**config.mk**
```make
export PLATFORM = sky130hd
export DESIGN_NAME = hkv_front
export DESIGN_NICKNAME = d
export VERILOG_FILES = /design/src/sv/hkv_pkg.sv /design/src/sv/hkv_front.sv
export SDC_FILE = /design/constraint.sdc
export NUM_CORES = 1
export LEC_CHECK = 0
export BUFFER_PORTS_ARGS = -buffer_cell sky130_fd_sc_hd__buf_2
export CAP_MARGIN = 0
export CORE_MARGIN = 1.5
export CORE_UTILIZATION = 35
export DETAILED_ROUTE_END_ITERATION = 12
export PLACE_DENSITY = 0.64
export SLEW_MARGIN = 20
export SYNTH_ARGS = -nofsm -noshare
export SYNTH_HDL_FRONTEND = slang
export SYNTH_SLANG_ARGS = --single-unit
```
**constraint.sdc**
```tcl
create_clock -name clk -period 4.91 [get_ports clk]
set_clock_uncertainty 0.1 [all_clocks]
set_input_delay 0.7365 -clock clk [delete_from_list [all_inputs] [get_ports clk]]
set_output_delay 0.7365 -clock clk [all_outputs]
set_load 0.01 [all_outputs]
```
**src/sv/hkv_pkg.sv**
```systemverilog
// ----------------------------------------------------------------------------
// hkv_pkg
// Shared types and codes for the hashed key-value table: request actions,
// result status codes, the decoded operation and the queued request item.
// ----------------------------------------------------------------------------
package hkv_pkg;

    localparam int KEY_BITS    = 64;
    localparam int DATA_BITS   = 32;
    localparam int COUNT_BITS  = 7;
    localparam int STATUS_BITS = 3;
    localparam int ACTION_BITS = 2;

    // Request action codes as seen on the input channel
    localparam logic [ACTION_BITS-1:0] ACT_PUT    = 2'd0;
    localparam logic [ACTION_BITS-1:0] ACT_REMOVE = 2'd1;
    localparam logic [ACTION_BITS-1:0] ACT_LOOKUP = 2'd2;

    // Result status codes
    localparam logic [STATUS_BITS-1:0] ST_INSERTED = 3'd0;
    localparam logic [STATUS_BITS-1:0] ST_UPDATED  = 3'd1;
    localparam logic [STATUS_BITS-1:0] ST_REMOVED  = 3'd2;
    localparam logic [STATUS_BITS-1:0] ST_NOTFOUND = 3'd3;
    localparam logic [STATUS_BITS-1:0] ST_FOUND    = 3'd4;
    localparam logic [STATUS_BITS-1:0] ST_FULL     = 3'd5;

    // Entry limit after reset
    localparam logic [COUNT_BITS-1:0] LIMIT_RESET = 7'd12;

    // Decoded operation; unknown actions become a no-op
    typedef enum logic [1:0] {
        OP_PUT,
        OP_REMOVE,
        OP_LOOKUP,
        OP_NONE
    } op_t;

    // Classified request passed from the front end to the back end
    typedef struct packed {
        op_t                  op;
        logic [KEY_BITS-1:0]  key;
        logic [DATA_BITS-1:0] value;
    } req_t;

endpackage

```
**src/sv/hkv_front.sv**
```systemverilog
// ----------------------------------------------------------------------------
// hkv_front
// Accepts request items, decodes the action into an operation and holds the
// classified items in a two-entry queue for the back end.
// ----------------------------------------------------------------------------
module hkv_front
    import hkv_pkg::*;
(
    input  logic                   clk,
    input  logic                   rst_n,
    input  logic                   in_valid,
    output logic                   in_ready,
    input  logic [ACTION_BITS-1:0] action,
    input  logic [KEY_BITS-1:0]    key,
    input  logic [DATA_BITS-1:0]   value,
    output logic                   q_valid,
    input  logic                   q_ready,
    output req_t                   q_req
);

    localparam int DEPTH = 2;

    req_t       fifo_reg [DEPTH];
    logic       wr_ptr_reg;
    logic       wr_ptr_next;
    logic       rd_ptr_reg;
    logic       rd_ptr_next;
    logic [1:0] fill_reg;
    logic [1:0] fill_next;
    logic       push;
    logic       pop;
    req_t       in_req;

    // Decode the action
    always_comb
    begin
        in_req.key   = key;
        in_req.value = value;
        case (action)
            ACT_PUT:    in_req.op = OP_PUT;
            ACT_REMOVE: in_req.op = OP_REMOVE;
            ACT_LOOKUP: in_req.op = OP_LOOKUP;
            default:    in_req.op = OP_NONE;
        endcase
    end

    assign in_ready = (fill_reg != 2'(DEPTH));
    assign q_valid  = (fill_reg != 2'd0);
    assign q_req    = fifo_reg[rd_ptr_reg];
    assign push     = in_valid && in_ready;
    assign pop      = q_valid && q_ready;

    // Advance pointers and fill level
    always_comb
    begin
        wr_ptr_next = push ? ~wr_ptr_reg : wr_ptr_reg;
        rd_ptr_next = pop ? ~rd_ptr_reg : rd_ptr_reg;
        fill_next   = fill_reg;
        if (push && !pop)
        begin
            fill_next = fill_reg + 2'd1;
        end
        else if (pop && !push)
        begin
            fill_next = fill_reg - 2'd1;
        end
    end

    always_ff @(posedge clk or negedge rst_n)
    begin
        if (!rst_n)
        begin
            wr_ptr_reg <= 1'b0;
            rd_ptr_reg <= 1'b0;
            fill_reg   <= 2'd0;
        end
        else
        begin
            wr_ptr_reg <= wr_ptr_next;
            rd_ptr_reg <= rd_ptr_next;
            fill_reg   <= fill_next;
        end
    end

    // Store the classified item
    always_ff @(posedge clk)
    begin
        if (push)
        begin
            fifo_reg[wr_ptr_reg] <= in_req;
        end
    end

endmodule

```
==> flow_summary.toml, run 1 <==
[power_and_ir_drop]
p_seq_share_pct = 46.6
clockPowerShare_pct = 25.0
sw_frac_of_total_pct = 29.0
power.total_mw = 5.37
power_frac_comb_pct = 28.4
p_int_mw = 3.82
netSwitchingPower_mw = 1.56
peakVddDrop_v = 0.000481
powerDensity_nw_per_um2 = 584
leakage_nw = 3.43

[yosys]
ys_seq_area_share_pct = 82.0
synthTopCellsByCount = "edfxtp_1 (196), mux2_2 (88), mux2_4 (10)"
async_flop_share_pct = 2.00
synth_seq_cells = 200
synth_cell_types = 16
ys_warn_count = 0
syn_inst = 325
synth_top_area_share_pct = 80.6
syn-num-nets = 428
synthesis.area_sq_um = 7300
synth_top_flop_cell = "edfxtp_1"
synth.avg_cell_area_sq_um = 22.5
synth_top_area_cell = "edfxtp_1"
yosysMostFrequentCell = "edfxtp_1"
ys_top_cells_by_area = "edfxtp_1 (81%), mux2_2 (14%), mux2_4 (2.1%), dfrtp_1 (1.4%), buf_2 (0.55%)"
synth_edf_count = 196

[floorplanning]
initial_utilization_pct = 35.9
dieArea_sq_um = 21700
rows = 52
die_w_um = 147
ios = 202
dieHeight_um = 147
core_sq_um = 20400

[critical_path]
worst_setup_path_start_kind = "flop"
crit_chain = "buf_12 > mux2_2 > buf_2"
worstPathRequired_ns = 4.07
crit_fanout = 52
cp-end-kind = "primary output"
slowest_delay_ns = 0.88
arrival_ns = 2.29
critPathKind = "flop to primary output"
critical-path-slowest-cell = "dfrtp_4"

[clocking]
cts_resized = 0
clkTransAtPathRegs_ns = 0.07
post_cts_buffers = 0
clk_latency_ns = 0.41
holdBufCountCts = 1
cts_tree = "done"
cts_root_buf = "clkbuf_16"
cts_buffers = 17
max-clock-path-buffers = 2
clkSinkCount = 200
htreeDepth = 4

[worst_hold_path]
hp-class = "primary input to flop"

[route]
num_vias = 3686
antenna_left = 0
routed_via_density = 4.50
firstDrtPassIters = 5
wl_per_cell_um = 16.3
first_iter_violations = 187
totalWireLength_um = 13400
drc_errors = 0

[timing]
rsz0062_at_grt = "no"
period_share_pct = 63.7
hold_viol = 0
finalMaxSlewViolations = 0
relSlewSlack_pct = 30.2
worst_slew_pin_slew_ns = 1.05
setup_viol = 0
fmax_mhz = 320
finalWorstPathRequiredPeriod_ns = 3.13
fin_hold_ws_ns = 0.405
tns_ns = 0
finalWorstSetupSlack_ns = 1.78

[run_status]
status = "finished, final reports clean"

[placement]
post-place-ws_ns = 2.15
placed_area_sq_um = 8620
gp_congestion = 0.727
dp_hpwl_um = 8680
dpl.cell_count = 787
portBuffers = 201

[cells_and_area]
final_nets = 640
largest_reg_flops = 196
n_fill_cell = 1775
layoutNonFillerInstCount = 820
fin_util_pct = 45.2
antenna_cells = 0
drive_gt1_share_pct = 60.5
fin_area_sq_um = 9200
area_delta_synth_final_pct = 25.9

[grt]
grt_max_degree = 74
grt_overflow = 0
grt_pass1_wl_um = 20500
grtUsageTotal_pct = 12.4
antenna_found_initial = 1
grt_pass1_vias = 3991

[flow_run]
drv_cap = 0
power groups by stage:
stage,Combinational (mW),Sequential (mW),Clock [mW]
global placement,1.53,2.53,0
global route,1.65,2.55,1.44
CTS,1.57,2.52,1.38
floorplan,1.06,2.46,0
detailed placement,1.56,2.55,0
finish,1.53,2.51,1.34
cell type report:
class | count | area [sq um] | area share (%)
Tap cell | 270 | 338 | 3.67
Inverter | 1 | 3.75 | 0.0408
Multi-Input combinational cell | 111 | 1240 | 13.5
Clock buffer | 19 | 433 | 4.71
Timing Repair Buffer | 206 | 1060 | 11.5
Clock inverter | 13 | 129 | 1.40
Sequential cell | 200 | 5990 | 65.1
placed cells by master (no fill, tap or decap), drive strengths merged, types with 2 or more instances in the layout:
cell type  Yosys  layout
clkbuf         2      19
xor2           2       2
nand2          2       2
clkinvlp       0       3
edfxtp       196     196
nor2           2       2
xnor2          3       3
clkinv         0       6
bufinv         0       2
dfrtp          4       4
buf           11     205
mux2          98      98
inv            1       3
logic make-up (layout without fill, tap and decap cells):
family,after synthesis,after routing,share of synthesized area [%]
flops,200,200,82.0
mux,98,98,15.6
buf+inv,14,239,1.17
simple gates,7,7,0.463
xor+xnor,5,5,0.600
fa+ha+maj,1,1,0.171
final timing paths:
check,from,to,slack (ns),cells past startpoint
worst max-delay path,rd_ptr_reg,q_req[72],1.78,3
worst min-delay path,key[13],fifo_reg[1][45],0.40,1
worst max register to register,fill_reg[0],fifo_reg[1][28],2.40,3
worst min register to register,fill_reg[1],fill_reg[1],0.42,1
max in group asynchronous,rst_n,rd_ptr_reg,4.02,2
min in group asynchronous,rst_n,fill_reg[0],0.55,2
critical path, delay by kind of cell, from the launching register on:
family | cells | cell delay [ns]
mux | 1 | 0.39
flops | 1 | 0.88
buf+inv | 2 | 0.53
per-layer routing:
layer	track usage (%)	vias to the layer above	part of all wire (%)
met5	0	-	0
met4	4.10	0	0.99
met3	4.51	9	7.3
met2	21.7	129	52
met1	14.1	1838	40
li1	-	1710	-
No activity file was read; power rests on OpenSTA's default activity.
==> run 2: changes to the inputs <==
==> constraint.sdc (replaced) <==
create_clock -name clk -period 2.8 [get_ports clk]
set_clock_uncertainty 0.1 [all_clocks]
set_input_delay 0.42 -clock clk [delete_from_list [all_inputs] [get_ports clk]]
set_output_delay 0.42 -clock clk [all_outputs]
set_load 0.01 [all_outputs]
==> flow_summary.toml, run 2 (synthesis results as in run 1) <==
[run_status]
status = "finished, final reports clean"

[flow_run]
drv_cap = 0

[power_and_ir_drop]
peakVddDrop_v = 0.000461
power.total_mw = 9.54
sw_frac_of_total_pct = 28.4
netSwitchingPower_mw = 2.71
p_int_mw = 6.84
powerDensity_nw_per_um2 = 1030
clockPowerShare_pct = 25.4
p_seq_share_pct = 45.2
leakage_nw = 3.47
power_frac_comb_pct = 29.4

[timing]
hold_viol = 0
finalWorstPathRequiredPeriod_ns = 2.50
tns_ns = 0
worst_slew_pin_slew_ns = 0.540
setup_viol = 0
relSlewSlack_pct = 64.0
period_share_pct = 89.1
finalWorstSetupSlack_ns = 0.305
fmax_mhz = 401
rsz0062_at_grt = "no"
finalMaxSlewViolations = 0

[route]
drc_errors = 0
top_layer = "met5"
firstDrtPassIters = 4
antenna_left = 0
first_iter_violations = 226
dr_wl_met3_um = 820
num_vias = 3636
routed_via_density = 4.42
route.met2.wl_um = 7110
wl_per_cell_um = 16.2
totalWireLength_um = 13300
wirelength_met1_um = 5270

[clocking]
clkTransAtPathRegs_ns = 0.07
cts_root_buf = "clkbuf_16"
max-clock-path-buffers = 2
htreeDepth = 4
clk_latency_ns = 0.42
cts_tree = "done"
cts_resized = 0
cts_buffers = 17
clkSinkCount = 200

[critical_path]
rr_startpoint = "fill_reg[0]"
startpoint = "rd_ptr_reg"
critPathKind = "flop to primary output"
cp-end-kind = "primary output"
arrival_ns = 1.98
worstPathRequired_ns = 2.28
endpoint = "q_req[5]"
reg2reg_to = "fifo_reg[0][97]"
worst_setup_path_start_kind = "flop"
crit_fanout = 50
reg2reg_slack_ns = 0.87
r2r_cells = 4

[placement]
post-place-ws_ns = 0.714
dp_hpwl_um = 9040
gp_congestion = 0.716
portBuffers = 201

[cells_and_area]
largest_reg_flops = 196
drive_gt1_share_pct = 61.2
final_nets = 643
mostFrequentLayoutCells = "buf_2 (201), edfxtp_1 (196), mux2_2 (88)"
final_common_cell = "buf_2"
fin_util_pct = 45.6
area_delta_synth_final_pct = 27.1
antenna_cells = 0

[floorplanning]
ios = 202
core_sq_um = 20400
dieHeight_um = 147
rows = 52
dieArea_sq_um = 21700
initial_utilization_pct = 35.9
die_w_um = 147

[grt]
grt_pass1_vias = 4038
antenna_found_initial = 1
grt_max_degree = 58
grt_overflow = 0
grtUsageTotal_pct = 12.6
grt_pass1_wl_um = 20700

[worst_hold_path]
hp-class = "primary input to flop"
-- run 2: power groups by stage --
stage	clock, mW	combinational, mW	sequential [mW]
finish	2.43	2.80	4.31
floorplan	0	1.87	4.28
global placement	0	2.81	4.36
CTS	2.50	2.89	4.33
global route	2.62	3.03	4.38
detailed placement	0	2.88	4.39
-- run 2: metrics by stage --
stage | instance area [sq um] | hold WS [ns] | instances
4_1_cts | 9280 | 0.0605 | 822
3_5_place_dp | 8680 | 0.138 | 790
2_1_floorplan | 7310 | 0.0244 | 325
5_1_grt | 9280 | 0.0559 | 822
6_report | 9280 | 0.0860 | 822
3_3_place_gp | 8680 | 0.131 | 790
-- run 2: layer usage --
metal | vias up | global-route usage (%)
met2 | 120 | 22.8
met3 | 9 | 4.29
li1 | 1713 | -
met5 | - | 0
met4 | 2 | 4.20
met1 | 1792 | 13.8
-- run 2: worst min-delay path by stage --
| stage | from | to | slack (ns) | cells past startpoint |
|---|---|---|---|---|
| 6_report | key[18] | fifo_reg[0][50] | 0.09 | 1 |
| 3_3_place_gp | rst_n | wr_ptr_reg | 0.13 | 1 |
| 5_1_grt | key[54] | fifo_reg[1][86] | 0.06 | 1 |
| 3_5_place_dp | rst_n | fill_reg[1] | 0.14 | 1 |
| 2_1_floorplan | rst_n | fill_reg[0] | 0.02 | 0 |
| 4_1_cts | key[41] | fifo_reg[1][73] | 0.06 | 1 |
-- run 2: critical path, stage by stage, from the launching register on --
cell and delay (ns):
dfrtp_4 0.65, buf_12 0.31, mux2_2 0.39, buf_2 0.14
-- run 2: final cells by class --
cell class                      instances  area (sq um)
Clock inverter                         12           151
Sequential cell                       200          5990
Tap cell                              270           338
Clock buffer                           19           433
Timing Repair Buffer                  209          1120
Inverter                                1          3.75
Multi-Input combinational cell        111          1240
Fill cell                            1775         11100
-- run 2: repair_timing --
item / 4_1_cts / 5_1_grt
setup endpoints to repair: 0 / 0
endpoints found under the hold margin: 4 / 0
setup buffers: 0 / 0
hold buffers: 1 / 0
==> run 3: changes to the inputs <==
--- a/config.mk
+++ b/config.mk
@@ -5,6 +5,7 @@
 export SDC_FILE = /design/constraint.sdc
 export NUM_CORES = 1
 export LEC_CHECK = 0
+export ABC_AREA = 1
 export BUFFER_PORTS_ARGS = -buffer_cell sky130_fd_sc_hd__buf_2
 export CAP_MARGIN = 0
 export CORE_MARGIN = 1.5
==> flow_summary.toml, run 3 <==
[yosys]
async_flop_share_pct = 2.00
synth-compound-area-share_pct = 0
ys_top_cells_by_area = "edfxtp_1 (80%), nand2_1 (16%), dfrtp_1 (1.4%), buf_2 (1.1%), buf_4 (0.31%)"
synthMuxAreaShare_pct = 0
synthAdderAreaFrac_pct = 0.170
synth_xor_area_share_pct = 0.239
syn-num-nets = 645
synth_seq_cells = 200
yosysMostFrequentCell = "nand2_1"
synth_cell_types = 15
synth.avg_cell_area_sq_um = 13.5
synth_top_flop_cell = "edfxtp_1"
synth_simple_gate_area_share_pct = 15.9
syn_inst = 542
synth_top_family_by_area = "simple AND/OR/NAND/NOR gates"
synthesis.area_sq_um = 7340
synthTopCellsByCount = "nand2_1 (304), edfxtp_1 (196), buf_2 (16)"
synth_top_area_cell = "edfxtp_1"
ys_seq_area_share_pct = 81.5
synth_edf_count = 196
ys_warn_count = 0
synth_top_area_share_pct = 80.2

[critical_path]
arrival_ns = 1.86
reg2reg_slack_ns = 0.90
cp-end-kind = "primary output"
critPathKind = "flop to primary output"
crit_fanout = 48
worstPathRequired_ns = 2.28
worst_setup_path_start_kind = "flop"

[power_and_ir_drop]
power.total_mw = 10.0
clockPowerShare_pct = 26.7
powerDensity_nw_per_um2 = 1070
power_frac_comb_pct = 31.0
p_seq_share_pct = 42.3
sw_frac_of_total_pct = 33.0
leakage_nw = 3.99
peakVddDrop_v = 0.000652
p_int_mw = 6.72
netSwitchingPower_mw = 3.32

[floorplanning]
initial_utilization_pct = 35.9
dieHeight_um = 148
die_w_um = 148
rows = 52
ios = 202
dieArea_sq_um = 21900
core_sq_um = 20400

[clocking]
clkSinkCount = 200
max-clock-path-buffers = 2
htreeDepth = 4
cts_tree = "done"
cts_buffers = 17
clk_latency_ns = 0.41
clkTransAtPathRegs_ns = 0.07
cts_resized = 0
cts_root_buf = "clkbuf_16"

[timing]
fmax_mhz = 420
setup_viol = 0
worst_slew_pin_slew_ns = 0.655
tns_ns = 0
fin_hold_ws_ns = 0.0821
period_share_pct = 85.0
finalMaxSlewViolations = 0
hold_viol = 0
finalWorstPathRequiredPeriod_ns = 2.38
finalWorstSetupSlack_ns = 0.421
relSlewSlack_pct = 56.3
rsz0062_at_grt = "no"

[cells_and_area]
drive_gt1_share_pct = 31.8
area_delta_synth_final_pct = 27.2
final_nets = 850
mostFrequentLayoutCells = "nand2_1 (304), buf_2 (201), edfxtp_1 (196)"
fin_util_pct = 45.7
n_fill_cell = 1841
fin_area_sq_um = 9340
final_common_cell = "nand2_1"
layoutNonFillerInstCount = 1031
largest_reg_flops = 196

[placement]
post-place-ws_ns = 0.834
portBuffers = 201
gp_congestion = 0.775
placed_area_sq_um = 8670
dp_hpwl_um = 9320
dpl.cell_count = 997

[worst_hold_path]
hp-class = "primary input to flop"

[grt]
grt_pass1_vias = 4475
grtUsageMet3_pct = 5.09
grtUsageTotal_pct = 13.9
grt_overflow = 0
grt_pass1_wl_um = 23000
antenna_found_initial = 1
busiest_layer = "met2"
use_met2_pct = 23.4
grt_use_met1_pct = 16.8
grt_max_degree = 100

[route]
antenna_left = 0
firstDrtPassIters = 5
drc_errors = 0
num_vias = 4506
first_iter_violations = 231
routed_via_density = 4.37
totalWireLength_um = 14800
wl_per_cell_um = 14.3

[run_status]
status = "finished, final reports clean"

[flow_run]
drv_cap = 0
==> run 3: changes by cell type after synthesis, sizes merged <==
cell,previous run,this run
buf,11,21
xnor2,3,1
and3,1,0
mux2,98,0
nand4,0,1
inv,1,7
xor2,2,1
nand3,0,2
or2,1,0
nand2,2,304
nand2b,1,0
==> run 3: area by class of cell <==
class / count / area (sq um) / area share, %
Antenna cell: 1 / 2.50 / 0.0268
Clock buffer: 19 / 433 / 4.63
Clock inverter: 13 / 220 / 2.36
Inverter: 7 / 28.8 / 0.308
Multi-Input combinational cell: 312 / 1210 / 13.0
Sequential cell: 200 / 5990 / 64.1
Tap cell: 270 / 338 / 3.62
Timing Repair Buffer: 209 / 1120 / 12.0
==> run 3: repair_timing <==
item | 4_1_cts | 5_1_grt
setup buffers | 0 | 0
hold buffers | 1 | 0
endpoints found under the hold margin | 4 | 0
==> run 3: logic make-up after synthesis <==
kind of cell,count (synthesis)
xor gates and xnor gates,2
adders and majority gates,1
buffers and inverters,30
DFF,200
and+or+nand+nor,309
==> run 3: worst paths after layout <==
check | cells past startpoint | endpoint | startpoint
min in group asynchronous | 2 | rd_ptr_reg | rst_n
max in group asynchronous | 2 | rd_ptr_reg | rst_n
max | 5 | q_req[32] | rd_ptr_reg
max reg2reg | 5 | fifo_reg[0][85] | fill_reg[0]
min | 1 | fifo_reg[1][74] | key[42]
min reg2reg | 2 | fill_reg[1] | fill_reg[1]
==> run 3: power by group through the flow <==
stage	sequential [mW]	combinational (mW)	clock, mW
6_report	4.25	3.11	2.68
5_1_grt	4.31	3.49	2.86
4_1_cts	4.25	3.17	2.75
2_1_floorplan	4.33	1.86	0
3_5_place_dp	4.32	3.16	0
3_3_place_gp	4.31	3.13	0
==> run 3: metal layers <==
metal / share of wire, % / wire, um / vias to the layer above
li1: - / - / 2237
met1: 43 / 6300 / 2108
met2: 48 / 7130 / 147
met3: 7.8 / 1150 / 14
met4: 1.2 / 172 / 0
met5: 0 / 0 / -
==> run 3: critical path, stage by stage (launching register included) <==
cell and delay [ns]:
dfrtp_4 0.51, inv_4 0.29, buf_12 0.27, nand2_1 0.08, nand2_1 0.10, buf_2 0.14
